$ cat src/hdl/abump_pkg.sv
`timescale 1ns / 1ps

package abump_pkg;

    localparam int OFFSET_W = 21;
    localparam int ID_W     = 16;
    localparam int ALIGN_W  = 4;
    localparam int REQ_W    = 3;
    localparam int STATUS_W = 2;
    localparam int CALC_W   = 23;

    typedef enum logic [REQ_W-1:0] {
        REQ_ALLOC    = 3'd0,
        REQ_REALLOC  = 3'd1,
        REQ_FREE     = 3'd2,
        REQ_SAVE     = 3'd3,
        REQ_RESTORE  = 3'd4,
        REQ_FREE_ALL = 3'd5
    } t_req;

    typedef enum logic [STATUS_W-1:0] {
        ST_OK       = 2'd0,
        ST_NO_SPACE = 2'd1,
        ST_BOUNDS   = 2'd2,
        ST_INVALID  = 2'd3
    } t_status;

    typedef struct packed {
        logic [REQ_W-1:0]    req_type;
        logic                has_block;
        logic [OFFSET_W-1:0] block_offset;
        logic [OFFSET_W-1:0] cur_size;
        logic [OFFSET_W-1:0] req_size;
        logic [ALIGN_W-1:0]  align_log2;
        logic [OFFSET_W-1:0] mark_used;
        logic [ID_W-1:0]     mark_id;
    } t_req_item;

    typedef struct packed {
        t_status             status;
        logic [OFFSET_W-1:0] result_offset;
        logic [ID_W-1:0]     result_id;
        logic                moved;
        logic [OFFSET_W-1:0] clear_offset;
        logic [OFFSET_W-1:0] clear_length;
        logic [OFFSET_W-1:0] used_after;
    } t_rsp_item;

    // width of the used-bytes counter for a given offset range
    function automatic int f_used_w(input int offset_bits);
        return (offset_bits + 1 < OFFSET_W) ? offset_bits + 1 : OFFSET_W;
    endfunction

endpackage

$ cat src/hdl/abump_exec.sv
`timescale 1ns / 1ps

module abump_exec #(
    parameter int OFFSET_BITS    = 20,
    parameter int ID_BITS        = 16,
    parameter int MAX_ALIGN_LOG2 = 12,
    localparam int UsedW         = abump_pkg::f_used_w(OFFSET_BITS)
) (
    input  abump_pkg::t_req_item                   i_req,
    input  logic [abump_pkg::OFFSET_W-1:0]         i_capacity,
    input  logic [UsedW-1:0]                       i_used,
    input  logic [ID_BITS-1:0]                     i_depth,
    output logic [UsedW-1:0]                       o_used,
    output logic [ID_BITS-1:0]                     o_depth,
    output abump_pkg::t_rsp_item                   o_rsp
);

    localparam int CW = abump_pkg::CALC_W;
    localparam int IW = (ID_BITS > abump_pkg::ID_W) ? ID_BITS : abump_pkg::ID_W;
    localparam int OW = abump_pkg::OFFSET_W;
    localparam logic [CW-1:0] CapLim = (OFFSET_BITS >= OW) ?
                                       CW'({OW{1'b1}}) : CW'(64'd1 << OFFSET_BITS);

    logic [CW-1:0]      cap_raw, cap, a_m1, used_x, al_off, new_end;
    logic [CW-1:0]      blk, osz, nsz, mused, blk_end, blk_new_end;
    logic [4:0]         lg_sat;
    logic               fit, blk_oob, blk_last, inplace_fit, take_alloc, alloc_moved;
    logic [ID_BITS-1:0] dep_inc;

    always_comb begin
        cap_raw     = CW'(i_capacity);
        cap         = (cap_raw > CapLim) ? CapLim : cap_raw;
        lg_sat      = ({1'b0, i_req.align_log2} > 5'(MAX_ALIGN_LOG2)) ?
                      5'(MAX_ALIGN_LOG2) : {1'b0, i_req.align_log2};
        a_m1        = (CW'(1) << lg_sat) - CW'(1);
        used_x      = CW'(i_used);
        al_off      = (used_x + a_m1) & ~a_m1;
        blk         = CW'(i_req.block_offset);
        osz         = CW'(i_req.cur_size);
        nsz         = CW'(i_req.req_size);
        mused       = CW'(i_req.mark_used);
        new_end     = al_off + nsz;
        fit         = (al_off <= cap) && (new_end <= cap);
        blk_end     = blk + osz;
        blk_new_end = blk + nsz;
        blk_oob     = blk > cap;
        blk_last    = blk_end == used_x;
        inplace_fit = blk_new_end <= cap;
        dep_inc     = i_depth + ID_BITS'(1);

        take_alloc  = 1'b0;
        alloc_moved = 1'b0;
        o_used      = i_used;
        o_depth     = i_depth;
        o_rsp       = '0;
        o_rsp.status = abump_pkg::ST_OK;

        unique case (i_req.req_type)
            abump_pkg::REQ_ALLOC: begin
                take_alloc = 1'b1;
            end
            abump_pkg::REQ_REALLOC: begin
                if (!i_req.has_block) begin
                    take_alloc = 1'b1;
                end else if (blk_oob) begin
                    o_rsp.status = abump_pkg::ST_BOUNDS;
                end else if (blk_last && inplace_fit) begin
                    o_used              = UsedW'(blk_new_end);
                    o_rsp.result_offset = OW'(blk);
                    if (nsz > osz) begin
                        o_rsp.clear_offset = OW'(blk_end);
                        o_rsp.clear_length = OW'(nsz - osz);
                    end
                end else begin
                    take_alloc  = 1'b1;
                    alloc_moved = 1'b1;
                end
            end
            abump_pkg::REQ_FREE: begin
                if (i_req.has_block) begin
                    if (blk_oob) begin
                        o_rsp.status = abump_pkg::ST_BOUNDS;
                    end else if (blk_last) begin
                        o_used = UsedW'(blk);
                    end
                end
            end
            abump_pkg::REQ_SAVE: begin
                if (i_depth == '1) begin
                    o_rsp.status = abump_pkg::ST_INVALID;
                end else begin
                    o_depth             = dep_inc;
                    o_rsp.result_offset = OW'(used_x);
                    o_rsp.result_id     = abump_pkg::ID_W'(dep_inc);
                end
            end
            abump_pkg::REQ_RESTORE: begin
                if (i_depth == '0 || IW'(i_req.mark_id) != IW'(i_depth)
                        || mused > used_x) begin
                    o_rsp.status = abump_pkg::ST_INVALID;
                end else begin
                    o_used  = UsedW'(mused);
                    o_depth = i_depth - ID_BITS'(1);
                end
            end
            abump_pkg::REQ_FREE_ALL: begin
                o_used = '0;
            end
            default: begin
            end
        endcase

        if (take_alloc) begin
            if (fit) begin
                o_used              = UsedW'(new_end);
                o_rsp.result_offset = OW'(al_off);
                o_rsp.clear_offset  = OW'(al_off);
                o_rsp.clear_length  = i_req.req_size;
                o_rsp.moved         = alloc_moved;
            end else begin
                o_rsp.status = abump_pkg::ST_NO_SPACE;
            end
        end

        o_rsp.used_after = OW'(o_used);
    end

endmodule

$ cat src/hdl/arena_bump_allocator.sv
`timescale 1ns / 1ps

// Channel     Dir  Handshake                  Payload
// s_axis      in   tvalid/tready              tdata: request fields, tuser: kind and block flag
// m_axis      out  tvalid/tready              tdata: result fields, tuser: status
// cfg         in   wr_en (no wait)            wr_data: capacity
//
// One item per cycle sustained while m_axis is ready; each item passes the request and result registers.
// The request register feeds one pass of add/mask/compare into the result register.
// Reset clears used bytes, save depth, capacity and both valid flags.
// A stalled result holds its register; one further item waits in the request register.

module arena_bump_allocator #(
    parameter int OFFSET_BITS    = 20,
    parameter int ID_BITS        = 16,
    parameter int MAX_ALIGN_LOG2 = 12
) (
    input  logic          i_clk,
    input  logic          i_rst_n,
    input  logic          i_s_axis_tvalid,
    output logic          o_s_axis_tready,
    // block_offset, cur_size, req_size, align_log2, mark_used, mark_id
    input  logic [103:0]  i_s_axis_tdata,
    // req_type, has_block
    input  logic [3:0]    i_s_axis_tuser,
    output logic          o_m_axis_tvalid,
    input  logic          i_m_axis_tready,
    // result_offset, result_id, moved, clear_offset, clear_length, used_after, zero pad
    output logic [103:0]  o_m_axis_tdata,
    // status
    output logic [1:0]    o_m_axis_tuser,
    input  logic          i_cfg_wr_en,
    input  logic [20:0]   i_cfg_wr_data
);

    localparam int UsedW = abump_pkg::f_used_w(OFFSET_BITS);

    abump_pkg::t_req_item                  r_req, n_req;
    abump_pkg::t_rsp_item                  r_rsp, n_rsp;
    logic                                  r_req_valid, r_rsp_valid;
    logic [UsedW-1:0]                      r_used, n_used;
    logic [ID_BITS-1:0]                    r_depth, n_depth;
    logic [abump_pkg::OFFSET_W-1:0]        r_capacity;
    logic                                  advance, in_take;

    assign advance         = r_req_valid && (!r_rsp_valid || i_m_axis_tready);
    assign o_s_axis_tready = !r_req_valid || advance;
    assign in_take         = i_s_axis_tvalid && o_s_axis_tready;

    always_comb begin
        n_req.req_type     = i_s_axis_tuser[2:0];
        n_req.has_block    = i_s_axis_tuser[3];
        n_req.block_offset = i_s_axis_tdata[20:0];
        n_req.cur_size     = i_s_axis_tdata[41:21];
        n_req.req_size     = i_s_axis_tdata[62:42];
        n_req.align_log2   = i_s_axis_tdata[66:63];
        n_req.mark_used    = i_s_axis_tdata[87:67];
        n_req.mark_id      = i_s_axis_tdata[103:88];
    end

    abump_exec #(
        .OFFSET_BITS    (OFFSET_BITS),
        .ID_BITS        (ID_BITS),
        .MAX_ALIGN_LOG2 (MAX_ALIGN_LOG2)
    ) u_exec (
        .i_req      (r_req),
        .i_capacity (r_capacity),
        .i_used     (r_used),
        .i_depth    (r_depth),
        .o_used     (n_used),
        .o_depth    (n_depth),
        .o_rsp      (n_rsp)
    );

    always_ff @(posedge i_clk) begin
        if (!i_rst_n) begin
            r_req_valid <= 1'b0;
            r_rsp_valid <= 1'b0;
            r_used      <= '0;
            r_depth     <= '0;
            r_capacity  <= '0;
        end else begin
            if (in_take) begin
                r_req_valid <= 1'b1;
            end else if (advance) begin
                r_req_valid <= 1'b0;
            end
            if (advance) begin
                r_rsp_valid <= 1'b1;
                r_used      <= n_used;
                r_depth     <= n_depth;
            end else if (i_m_axis_tready) begin
                r_rsp_valid <= 1'b0;
            end
            if (i_cfg_wr_en) begin
                r_capacity <= i_cfg_wr_data;
            end
        end
    end

    always_ff @(posedge i_clk) begin
        if (in_take) begin
            r_req <= n_req;
        end
        if (advance) begin
            r_rsp <= n_rsp;
        end
    end

    assign o_m_axis_tvalid = r_rsp_valid;
    assign o_m_axis_tuser  = r_rsp.status;
    assign o_m_axis_tdata  = {3'b000, r_rsp.used_after, r_rsp.clear_length,
                              r_rsp.clear_offset, r_rsp.moved, r_rsp.result_id,
                              r_rsp.result_offset};

endmodule

$ cat config.mk
export PLATFORM = sky130hd
export DESIGN_NAME = arena_bump_allocator
export DESIGN_NICKNAME = d
export VERILOG_FILES = /design/src/hdl/abump_pkg.sv /design/src/hdl/abump_exec.sv /design/src/hdl/arena_bump_allocator.sv
export SDC_FILE = /design/constraint.sdc
export NUM_CORES = 1
export LEC_CHECK = 0
export BUFFER_PORTS_ARGS = -buffer_cell sky130_fd_sc_hd__buf_2
export CAP_MARGIN = 20
export CORE_AREA = 2 2 184 186
export CTS_CLUSTER_DIAMETER = 150
export DETAILED_ROUTE_END_ITERATION = 12
export DIE_AREA = 0 0 186 188
export PLACE_DENSITY = 0.79
export SETUP_SLACK_MARGIN = 0.3
export SKIP_LAST_GASP = 1
export SLEW_MARGIN = 25
export SYNTH_ARGS = -nofsm -noshare
export SYNTH_HDL_FRONTEND = slang
export SYNTH_SLANG_ARGS = --single-unit
$ cat constraint.sdc
create_clock -name i_clk -period 9.3 [get_ports i_clk]
set_clock_uncertainty 0.1 [all_clocks]
set_input_delay 0 -clock i_clk [delete_from_list [all_inputs] [get_ports i_clk]]
set_output_delay 0 -clock i_clk [all_outputs]
set_load 0.01 [all_outputs]
; ---- After elaboration in Yosys (flattened, before gate mapping)
; Index checks and enable logic that the tools add are counted.
[op_classes]
n_lt_le_gt_ge = 8
mux = 43
n_shift = 1
add_sub_neg = 8
bitwise = 3
reduce_logical = 18
n_eq_ne = 10
[ops]
columns = operator, count
row1 = $mux 42, 7
row2 = $mux 21, 13
row3 = $pmux 21 s4, 1
row4 = $le 23x23->1, 3
row5 = $mux 23, 2
row6 = $add 21x21->22, 2
row7 = $gt 21x21->1, 2
row8 = $pmux 21 s2, 1
row9 = $mux 37, 1
row10 = $mux 16, 2
row11 = $pmux 16 s2, 1
row12 = $add 21x23->23, 1
row13 = $add 23x21->23, 1
row14 = $and 23x23->23, 1
row15 = $eq 23x21->1, 1
row16 = $gt 21x23->1, 1
row17 = $not 23->23, 1
row18 = $shl 1x5->23 const A, 1
row19 = $sub 23x2->23 const B, 1
row20 = $gt 21x21->1 const B, 1
row21 = $sub 21x21->21, 1
row22 = $add 16x1->16 const B, 1
row23 = $eq 16x16->1 const B, 1
row24 = $logic_not 16->1, 1
row25 = 20 further kinds, 43
[totals]
output_inout_bits = 108
wordCells = 111
inputBits = 134
regBits = 271

; ---- Depth between registers and ports, before layout
; Gate-level depths: netlist of run 1.
[depth]
depth_word = 11
ltp_mapped = 38
depth_no_buf = 35

; ---- By module
; Synthesis of run 1 repeated with hierarchy kept, for this count alone.
[hier_totals]
hier_cells = 2066
hier_area_um2 = 19989.2
[by_module_without_submodules]
columns = mod, seq_area_each_um2, cells_per_inst, n_inst, area_each_um2
row1 = abump_exec, 0.0, 1613, 1, 11252.0
row2 = arena_bump_allocator, 7537.2, 453, 1, 8737.1

; ---- Worst setup path before layout of run 1
; OpenSTA, ideal clock, no wires.
[synth_timing]
path_kind = reg-to-reg
start = register r_req[37] (netlist name)
end = register r_rsp (netlist bit o_m_axis_tdata[76]) (data pin)
required_time_ns = 9.048
slack_ns = 2.214
setup_ns = 0.152
arrival_time_ns = 6.833
path_buffers = 3
stages_incl_launch_ff = 36
period_less_slack_ns = 7.086
cell_sequence = edfxtp_1 -> clkbuf_1 -> nor4_2 -> inv_1 -> ha_1 -> xor2_1 -> ha_1 -> nor2b_1 -> o21ai_0 -> a21oi_1 -> o31a_1 -> a21o_1 -> a21oi_1 -> xor2_1 -> nor2_1 -> ha_1 -> a21o_1 -> a21o_1 -> a21o_1 -> nand3_1 -> a21oi_1 -> o41ai_1 -> nand2b_1 -> a21oi_1 -> xnor2_1 -> ha_1 -> a211oi_1 -> o311ai_0 -> o31a_1 -> nor4_1 -> nand4b_1 -> o21bai_2 -> buf_2 -> clkbuf_1 -> nand2_1 -> o21ai_0
[synth_lines]
columns = item, line_no
row1 = start: declaration, arena_bump_allocator.sv:38  ; abump_pkg::t_req_item r_req, n_req;
row2 = start signal: assignment, arena_bump_allocator.sv:103  ; r_req <= n_req;
row3 = end signal: assignment, arena_bump_allocator.sv:106  ; r_rsp <= n_rsp;
row4 = end: declaration, arena_bump_allocator.sv:39  ; abump_pkg::t_rsp_item r_rsp, n_rsp;

==> results of run 1 <==
-- per-layer routing --
layer | vias to the layer above | global-route usage, % | routed length (um)
li1 | 8227 | - | -
met1 | 8642 | 52.9 | 27500
met2 | 1243 | 63.6 | 31900
met3 | 288 | 7.30 | 7560
met4 | 0 | 22.4 | 4750
met5 | - | 0 | 0
-- per-stage QoR --
stage / total power [mW] / instances / setup slack [ns]
CTS: 3.58 / 2828 / 0.543
detailed placement: 2.35 / 2621 / 0.588
floorplan: 2.06 / 1997 / 2.21
global placement: 2.33 / 2621 / 0.627
global route: 3.77 / 2837 / 0.253
finish: 3.63 / 2837 / 0.757
-- cells in the final DEF, fill, tap and decap left out, drive strengths merged, types with 100 or more instances in the layout --
cell / instances
nor2: 156
edfxtp: 211
dlygate4sd3: 154
xnor2: 105
nand2: 115
a21oi: 138
inv: 100
buf: 271
ha: 213
o21ai: 102
-- cell usage after synthesis, drive strengths merged, types with 7 or more instances --
| master | number |
|---|---|
| o211ai | 17 |
| a32oi | 11 |
| nor2b | 25 |
| nand4 | 35 |
| buf | 41 |
| xnor2 | 105 |
| a22oi | 8 |
| o211a | 8 |
| nand3 | 64 |
| and2 | 22 |
| or3 | 17 |
| nor2 | 156 |
| mux2i | 26 |
| inv | 98 |
| a211oi | 22 |
| a31oi | 23 |
| mux2 | 10 |
| nor4 | 17 |
| nand2b | 15 |
| a221oi | 9 |
| nor3 | 51 |
| o32ai | 8 |
| a32o | 8 |
| o21a | 17 |
| edfxtp | 211 |
| o21ai | 102 |
| dfxtp | 60 |
| and3 | 18 |
| a21o | 81 |
| ha | 213 |
| clkbuf | 47 |
| a221o | 22 |
| o21bai | 22 |
| xor2 | 34 |
| o2111ai | 7 |
| a21oi | 138 |
| nand2 | 115 |
-- what timing repair did --
action / 4_1_cts / 5_1_grt
resized for setup: 0 / 5
endpoints found under the setup margin: 0 / 105
endpoints found under the hold margin: 140 / 0
hold buffers: 154 / 0
buffers inserted: 0 / 7
-- flip-flops by register name, summed over array words and instances, names as in the netlist --
register	count
o_m_axis_tdata	101
r_used	21
r_depth	16
o_m_axis_tuser	2
r_capacity	21
r_req_valid	1
r_req	108
o_m_axis_tvalid	1
-- worst min path at each step --
stage | start | to | slack [ns]
floorplan | i_s_axis_tdata[88] | r_req[0]$_DFFE_PP_ | -0.001
global placement | i_s_axis_tdata[100] | r_req[12]$_DFFE_PP_ | 0.08
detailed placement | i_s_axis_tdata[46] | r_req[45]$_DFFE_PP_ | 0.08
CTS | i_s_axis_tdata[71] | r_req[20]$_DFFE_PP_ | 0.02
finish | i_s_axis_tdata[44] | r_req[43]$_DFFE_PP_ | 0.04
global route | i_s_axis_tdata[44] | r_req[43]$_DFFE_PP_ | 0.04
-- power by group through the flow --
| stage | sequential (mW) | clock [mW] | combinational (mW) |
|---|---|---|---|
| final | 1.44 | 1.19 | 1.01 |
| after global routing | 1.44 | 1.24 | 1.09 |
| after CTS | 1.43 | 1.19 | 0.958 |
| after detailed placement | 1.46 | 0 | 0.897 |
| after global placement | 1.46 | 0 | 0.877 |
| after floorplan | 1.44 | 0 | 0.619 |
-- final cells by class --
| class | count | area, um2 |
|---|---|---|
| fillers | 2371 | 9370 |
| repair buffers | 425 | 2980 |
| flip-flops and latches | 271 | 7540 |
| well taps | 448 | 561 |
| clock inverters | 13 | 164 |
| inverters | 100 | 378 |
| multi-input cells | 1540 | 11300 |
| clock buffers | 40 | 787 |
-- kinds of logic (layout without fill, tap and decap cells) --
kind of cell,Yosys count,after routing
DFF,271,271
adders and majority gates,218,218
and+or+nand+nor,568,568
muxes,36,36
AOI/OAI and AO/OA,560,562
buffers and inverters,188,578
xor gates and xnor gates,145,145
other,1,11
==> results.ini, run 1 <==
[run_status]
run_status=completed

[routing]
detail_route.first_pass.iterations=5
antenna_left=0
vias=18400
vias_per_cell=6.49
routed_wl_mm=71.7
drtIter0Drc=2035
drc=0
routedWlPerCell_um=25.3

[cells_and_area]
design_area_um2=23700
num_antenna_cells=0
drive_above_1_share_pct=15.4
final_util_pct=71.7
syn_to_final_growth_pct=21.3
final_nets=2719

[logic_synthesis]
synth.distinct_cells=97
yosysSeqAreaShare_pct=38.5
synth-adder-area-share_pct=14.1
synth_area_um2=19600
syn_inst=1987
synthFlopType=edfxtp_1
syn_avg_cell_area_um2=9.85
ys_seq_elements=271
synth-compound-area-share_pct=19.7
synth_edf_count=211
synth_area_leaders=edfxtp_1, ha_1, dfxtp_1, xnor2_1, a21oi_1
synth_top_area_share_pct=32.4
yosysWarningCount=0
synth_mux_area_share_pct=2.00
yosys.area.top_type=edfxtp_1
async_flop_share_pct=0
synth_xor_area_share_pct=6.91
synthSimpleGateAreaFrac_pct=14.6
synth_top_family_by_area=compound AO/OA/AOI/OAI gates

[floorplan]
floorplan.initialDensity_pct=59.1
chipHeight_um=188
dieArea_um2=35000
core_area_um2=33100
die_w_um=186
rows=67
ios=242

[global_routing]
grt_pass1_wl_mm=106
gr-total-overflow=0
grt_usage_pct=40.5
antenna_found_initial=2
grt_pass1_vias=17900
grt_max_degree=64

[setup_path]
r2r-end=o_m_axis_tdata[69]$_DFFE_PP_
crit_end=o_m_axis_tdata[69]$_DFFE_PP_
required_ns=9.55
crit_family=compound AO/OA/AOI/OAI gates
cp.arrival_ns=8.80
crit_path_frequent_cell=ha_1
crit_buf_inv=4
r2r_start=r_req[37]$_DFFE_PP_
cp-start-kind=register
slowest_stage=edfxtp_1
worstSetupPathType=register to register
max_stage_delay_ns=0.52
worst-path-max-fanout=20
cp_num_cells=34
startpoint=r_req[37]$_DFFE_PP_
crit_path_end_kind=register
r2r_setup_slack_ns=0.76
reg2reg_depth=34

[sta]
drv_slew=0
setup-tns-final_ns=0
worst_pin_slew_ns=1.14
clock.fmax_mhz=117
fin_crit_ns=8.54
period_share_pct=91.9
setup_viol=0
rsz0062_at_grt=no
relSlewSlack_pct=24.2
final-hold-violation-count=0
timing.hold.ws_ns=0.0433

[placed_design]
io_buffers=238
place_area_um2=21200
hpwl_mm=51.7
routabilityCongestion=1.02

[power]
ir_worst_vdd_mv=0.166
pwr-share-clk_pct=32.8
seq_power_share_pct=39.5
p_int_mw=2.49
p_per_area_nw_per_um2=153
p_leak_nw=9.97
switching_power_mw=1.15
p_sw_share_pct=31.6
combPwrFrac_pct=27.7

[worst_hold_path]
hp-class=primary input to register
min_path_cells=2

[flow_run]
max_cap_viol_count=0

[clock_tree]
ctsLongestPathBuffers=3
clk-insertion-delay-late_ns=0.57
clk_pin_slew_ns=0.06
cts_tree=done
root_buffer=clkbuf_16
cts_inserted_buffers=29
h-tree-depth=1
cts_num_sinks=271

(Power assumes the default switching activity.)
==> inputs of run 2 (changes only) <==
--- a/config.mk
+++ b/config.mk
@@ -11,7 +11,9 @@
 export CTS_CLUSTER_DIAMETER = 150
 export DETAILED_ROUTE_END_ITERATION = 12
 export DIE_AREA = 0 0 186 188
+export MAX_ROUTING_LAYER = met4
 export PLACE_DENSITY = 0.79
+export REMOVE_ABC_BUFFERS = 1
 export SETUP_SLACK_MARGIN = 0.3
 export SKIP_LAST_GASP = 1
 export SLEW_MARGIN = 25
==> results.ini, run 2 (synthesis results as in run 1) <==
[sta]
drv_slew=0  ; unchanged
setup_viol=0  ; unchanged
fin_crit_ns=8.43  ; -0.108 ns
fin_ws_ns=0.865  ; +0.108 ns
worst_pin_slew_ns=1.09  ; -0.0516 ns
period_share_pct=90.7  ; -1.2 points
final-hold-violation-count=0  ; unchanged
rsz0062_at_grt=no
relSlewSlack_pct=27.6  ; +3.4 points
setup-tns-final_ns=0  ; unchanged
clock.fmax_mhz=119  ; +1.3%

[floorplan]
floorplan.initialDensity_pct=59.1  ; unchanged
dieArea_um2=35000  ; unchanged
chipHeight_um=188  ; unchanged
core_area_um2=33100  ; unchanged
ios=242  ; unchanged
die_w_um=186  ; unchanged
rows=67  ; unchanged

[cells_and_area]
syn_to_final_growth_pct=21.6
final_cell_mix=buf_2, ha_1, edfxtp_1
final_util_pct=71.9  ; +0.21 points
largest_register_ffs=108  ; unchanged
final_nets=2720  ; +0.037%
final_common_cell=buf_2
regMostFlops=r_req
drive_above_1_share_pct=15.3  ; -0.10 points

[power]
p_sw_share_pct=32.6  ; +1.0 points
switching_power_mw=1.19  ; +3.7%
p_leak_nw=9.97  ; about the same
combPwrFrac_pct=28.2  ; +0.5 points
p_int_mw=2.46  ; -1.0%
pwr-share-clk_pct=32.4  ; -0.4 points
p_per_area_nw_per_um2=153  ; +0.15%
seq_power_share_pct=39.4  ; about the same
ir_worst_vdd_mv=0.161  ; -3.5%

[setup_path]
required_ns=9.66  ; +0.11 ns
r2r-end=o_m_axis_tdata[16]$_DFFE_PP_
reg2reg_depth=37  ; +8.8%
cp-start-kind=register
cp.arrival_ns=8.80  ; about the same
slowest_stage=edfxtp_1
worst-path-max-fanout=13  ; -35%
crit_path_frequent_cell=ha_1
r2r_setup_slack_ns=0.87  ; +0.11 ns
max_stage_delay_ns=0.55  ; +0.03 ns
worstSetupPathType=register to register
r2r_start=r_req[39]$_DFFE_PP_
crit_path_end_kind=register
startpoint=r_req[39]$_DFFE_PP_

[worst_hold_path]
min_from=i_s_axis_tdata[102]
min_path_cells=2  ; unchanged
min_to=r_req[14]$_DFFE_PP_
hp-class=primary input to register

[clock_tree]
clk_pin_slew_ns=0.06  ; about the same
clk-insertion-delay-late_ns=0.60  ; +0.03 ns
h-tree-depth=1  ; unchanged
cts_num_sinks=271  ; unchanged
ctsLongestPathBuffers=3  ; unchanged
cts_inserted_buffers=30  ; +3.4%
cts_tree=done
root_buffer=clkbuf_16

[global_routing]
gr-total-overflow=0  ; unchanged
grt_pass1_wl_mm=110  ; +3.6%
grt_pass1_vias=18300  ; +2.4%
grt_usage_pct=43.5  ; +2.9 points
grt_max_degree=85  ; +33%
antenna_found_initial=2  ; unchanged

[routing]
antenna_left=0  ; unchanged
vias_per_cell=6.58  ; +1.5%
drc=0  ; unchanged
drtIter0Drc=2305  ; +13%
detail_route.first_pass.iterations=6  ; +1
routedWlPerCell_um=26.3  ; +4.2%
vias=18700  ; +1.7%
routed_wl_mm=74.9  ; +4.4%

[placed_design]
io_buffers=238  ; unchanged
routabilityCongestion=1.01  ; -1.5%
hpwl_mm=52.7  ; +1.9%
dp_slack_ns=0.730  ; +0.142 ns

[flow_run]
max_cap_viol_count=0  ; unchanged

[run_status]
run_status=completed

==> run 2: timing repair <==
| item | in CTS | in global routing |
|---|---|---|
| buffers inserted | 0 | 6 |
| resized for setup | 0 | 8 |
| hold endpoints to repair | 138 | 0 |
| hold buffers | 162 | 0 |
| endpoints found under the setup margin | 0 | 105 |
==> run 2: how the worst max path moves through the flow <==
stage	end	slack (ns)	depth (start not counted)
2_1_floorplan	r_used[19]$_SDFFE_PN0P_	1.60	32
3_3_place_gp	r_used[16]$_SDFFE_PN0P_	0.97	34
3_5_place_dp	r_used[13]$_SDFFE_PN0P_	0.73	34
4_1_cts	r_used[13]$_SDFFE_PN0P_	0.73	34
5_1_grt	o_m_axis_tdata[19]$_DFFE_PP_	0.35	34
6_report	o_m_axis_tdata[16]$_DFFE_PP_	0.87	37
==> run 2: layer usage <==
metal	part of all wire, %	track usage, %	vias to the layer above
met4	7.4	24.8	0
met2	44	65.3	1312
li1	-	-	8243
met1	38	54.0	8812
met5	0	-	-
met3	11	9.50	353
==> run 2: per-stage QoR <==
step           cells  hold slack, ns  total power [mW]  cell area [um2]
2_1_floorplan   1909        -0.00113              2.05            19200
3_3_place_gp    2614          0.0761              2.35            21100
3_5_place_dp    2614          0.0781              2.37            21100
4_1_cts         2832        0.000120              3.59            23700
5_1_grt         2842          0.0171              3.77            23800
6_report        2843         0.00914              3.65            23800
==> run 2: layout make-up <==
| type | instances | area, um2 |
|---|---|---|
| antenna | 3 | 7.51 |
| clock buffer | 43 | 862 |
| clock inverter | 13 | 104 |
| fill | 2351 | 9300 |
| inverter | 100 | 378 |
| multi-input combinational | 1540 | 11400 |
| sequential | 271 | 7540 |
| tap | 448 | 561 |
| timing repair buffer | 425 | 3010 |
==> run 2: critical path: cells and delay by family, from the launching register on <==
kind	cells	cell delay [ns]
AOI/OAI and AO/OA	13	2.77
xor gates and xnor gates	2	0.37
adders and majority gates	4	1.36
buffers and inverters	5	0.78
DFF	1	0.55
and+or+nand+nor	13	2.38
==> run 2: power by group through the flow <==
stage,logic [mW],registers [mW],clock network [mW]
2_1_floorplan,0.603,1.45,0
3_3_place_gp,0.892,1.46,0
3_5_place_dp,0.911,1.46,0
4_1_cts,0.974,1.43,1.18
5_1_grt,1.11,1.44,1.22
6_report,1.03,1.44,1.18
==> inputs of run 3 (changes only) <==
--- a/config.mk
+++ b/config.mk
@@ -16,7 +16,6 @@
 export REMOVE_ABC_BUFFERS = 1
 export SETUP_SLACK_MARGIN = 0.3
 export SKIP_LAST_GASP = 1
-export SLEW_MARGIN = 25
 export SYNTH_ARGS = -nofsm -noshare
 export SYNTH_HDL_FRONTEND = slang
 export SYNTH_SLANG_ARGS = --single-unit
==> constraint.sdc (replaced) <==
create_clock -name i_clk -period 8.6 [get_ports i_clk]
set_clock_uncertainty 0.1 [all_clocks]
set_input_delay 0 -clock i_clk [delete_from_list [all_inputs] [get_ports i_clk]]
set_output_delay 0 -clock i_clk [all_outputs]
set_load 0.01 [all_outputs]
==> results.ini, run 3 (synthesis results as in run 1) <==
[clock_tree]
h-tree-depth=1  ; unchanged
root_buffer=clkbuf_16
cts_inserted_buffers=29  ; -3.3%
ctsLongestPathBuffers=3  ; unchanged
clk_pin_slew_ns=0.07  ; about the same
clk-insertion-delay-late_ns=0.61  ; about the same
cts_num_sinks=271  ; unchanged
cts_tree=done

[sta]
worst_pin_slew_ns=1.21  ; +0.123 ns
clock.fmax_mhz=125  ; +5.0%
setup-tns-final_ns=0  ; unchanged
period_share_pct=93.4  ; +2.7 points
setup_viol=0  ; unchanged
relSlewSlack_pct=19.5  ; -8.2 points
fin_crit_ns=8.03  ; -0.405 ns
final-hold-violation-count=0  ; unchanged
rsz0062_at_grt=no
drv_slew=0  ; unchanged

[global_routing]
gr-total-overflow=0  ; unchanged
antenna_found_initial=1  ; -1
grt_pass1_wl_mm=113  ; +2.4%
grt_pass1_vias=18500  ; +0.80%
grt_max_degree=74  ; -13%
grt_usage_pct=44.8  ; +1.3 points

[setup_path]
slowest_stage=ha_1
cp.arrival_ns=8.25  ; -0.55 ns
cp-start-kind=register
worstSetupPathType=register to register
crit_path_end_kind=register
crit_buf_inv=5  ; unchanged
crit_family=compound AO/OA/AOI/OAI gates
crit_path_frequent_cell=ha_1
worst-path-max-fanout=14  ; +1
max_stage_delay_ns=0.48  ; -0.07 ns
required_ns=8.82  ; -0.84 ns

[cells_and_area]
regMostFlops=r_req
final_nets=2749  ; +1.1%
syn_to_final_growth_pct=24.1
largest_register_ffs=108  ; unchanged
design_area_um2=24300  ; +2.0%
final_common_cell=buf_2
fill_cells=2259  ; -3.9%
final_util_pct=73.4  ; +1.5 points
drive_above_1_share_pct=17.4  ; +2.1 points
final_cell_mix=buf_2, edfxtp_1, ha_1

[placed_design]
routabilityCongestion=0.991  ; -1.4%
io_buffers=238  ; unchanged
place_area_um2=21300  ; +0.69%
hpwl_mm=54.2  ; +2.8%

[power]
p_leak_nw=10.2  ; +2.4%
seq_power_share_pct=38.6  ; -0.8 points
switching_power_mw=1.33  ; +11%
p_total_mw=4.02  ; +10%
pwr-share-clk_pct=32.4  ; about the same
p_sw_share_pct=32.9  ; +0.32 points
combPwrFrac_pct=28.9  ; +0.7 points
ir_worst_vdd_mv=0.178  ; +11%
p_int_mw=2.70  ; +9.7%
p_per_area_nw_per_um2=166  ; +8.0%

[routing]
routedWlPerCell_um=27.2  ; +3.2%
drtIter0Drc=2282  ; -1.0%
vias_per_cell=6.68  ; +1.4%
routed_wl_mm=78.0  ; +4.1%
antenna_left=0  ; unchanged
detail_route.first_pass.iterations=6  ; unchanged
vias=19100  ; +2.3%
drc=0  ; unchanged

[floorplan]
die_w_um=186  ; unchanged
floorplan.initialDensity_pct=59.1  ; unchanged
rows=67  ; unchanged
ios=242  ; unchanged
core_area_um2=33100  ; unchanged
dieArea_um2=35000  ; unchanged
chipHeight_um=188  ; unchanged

[flow_run]
max_cap_viol_count=0  ; unchanged

[run_status]
run_status=completed

[worst_hold_path]
hp-class=primary input to register

run 3: cell types whose count changed in the layout (fill, tap and decap cells not counted), sizes merged:
| cell | previous run | this run |
|---|---|---|
| clkinv | 12 | 10 |
| dlygate4sd3 | 162 | 167 |
| inv | 98 | 100 |
| buf | 263 | 287 |
| bufinv | 1 | 2 |
| diode | 3 | 1 |
| clkinvlp | 2 | 0 |
| clkbuf | 43 | 42 |
run 3: worst paths after layout:
| path | startpoint | to | slack (ns) | depth (start not counted) |
|---|---|---|---|---|
| setup / recovery | r_req[40]$_DFFE_PP_ | o_m_axis_tdata[90]$_DFFE_PP_ | 0.57 | 32 |
| hold / removal | i_s_axis_tdata[20] | r_req[103]$_DFFE_PP_ | 0.01 | 2 |
| setup reg to reg | r_req[40]$_DFFE_PP_ | o_m_axis_tdata[90]$_DFFE_PP_ | 0.57 | 32 |
| hold reg to reg | r_req_valid$_SDFFE_PN0P_ | o_m_axis_tvalid$_SDFFE_PN0P_ | 0.51 | 2 |
run 3: per-stage QoR:
step	setup WS, ns	std cells	hold slack, ns
2_1_floorplan	0.899	1909	-0.00113
3_3_place_gp	0.299	2629	0.0760
3_5_place_dp	0.0778	2629	0.0781
4_1_cts	0.341	2851	0.000271
5_1_grt	0.292	2868	0.0125
6_report	0.570	2868	0.0138
run 3: power groups by stage:
stage | sequential (mW) | combinational [mW] | clock [mW]
after detailed placement | 1.58 | 0.996 | 0
after global placement | 1.58 | 0.977 | 0
final | 1.55 | 1.16 | 1.30
after global routing | 1.56 | 1.25 | 1.34
after CTS | 1.55 | 1.07 | 1.29
after floorplan | 1.56 | 0.652 | 0
run 3: final cells by class:
cell class / count / area, um2 / area share [%]
tap: 448 / 561 / 2.31
timing repair buffer: 455 / 3310 / 13.6
clock buffer: 41 / 832 / 3.42
clock inverter: 12 / 128 / 0.525
antenna: 1 / 2.50 / 0.0103
multi-input combinational: 1540 / 11600 / 47.5
sequential: 271 / 7540 / 31.0
inverter: 100 / 378 / 1.56
run 3: what timing repair did:
action	in CTS	in global routing
setup buffers	2	13
endpoints found under the setup margin	75	105
hold buffers	167	0
pin swaps	0	11
hold endpoints to repair	141	0
resized for setup	6	43
cloned	0	3
run 3: metal layers:
layer	up-vias	wire [um]	GRT usage, %
met2	1484	34200	67.6
met4	0	5840	26.4
met5	-	0	-
li1	8302	-	-
met3	397	9350	12.5
met1	8965	28600	53.2
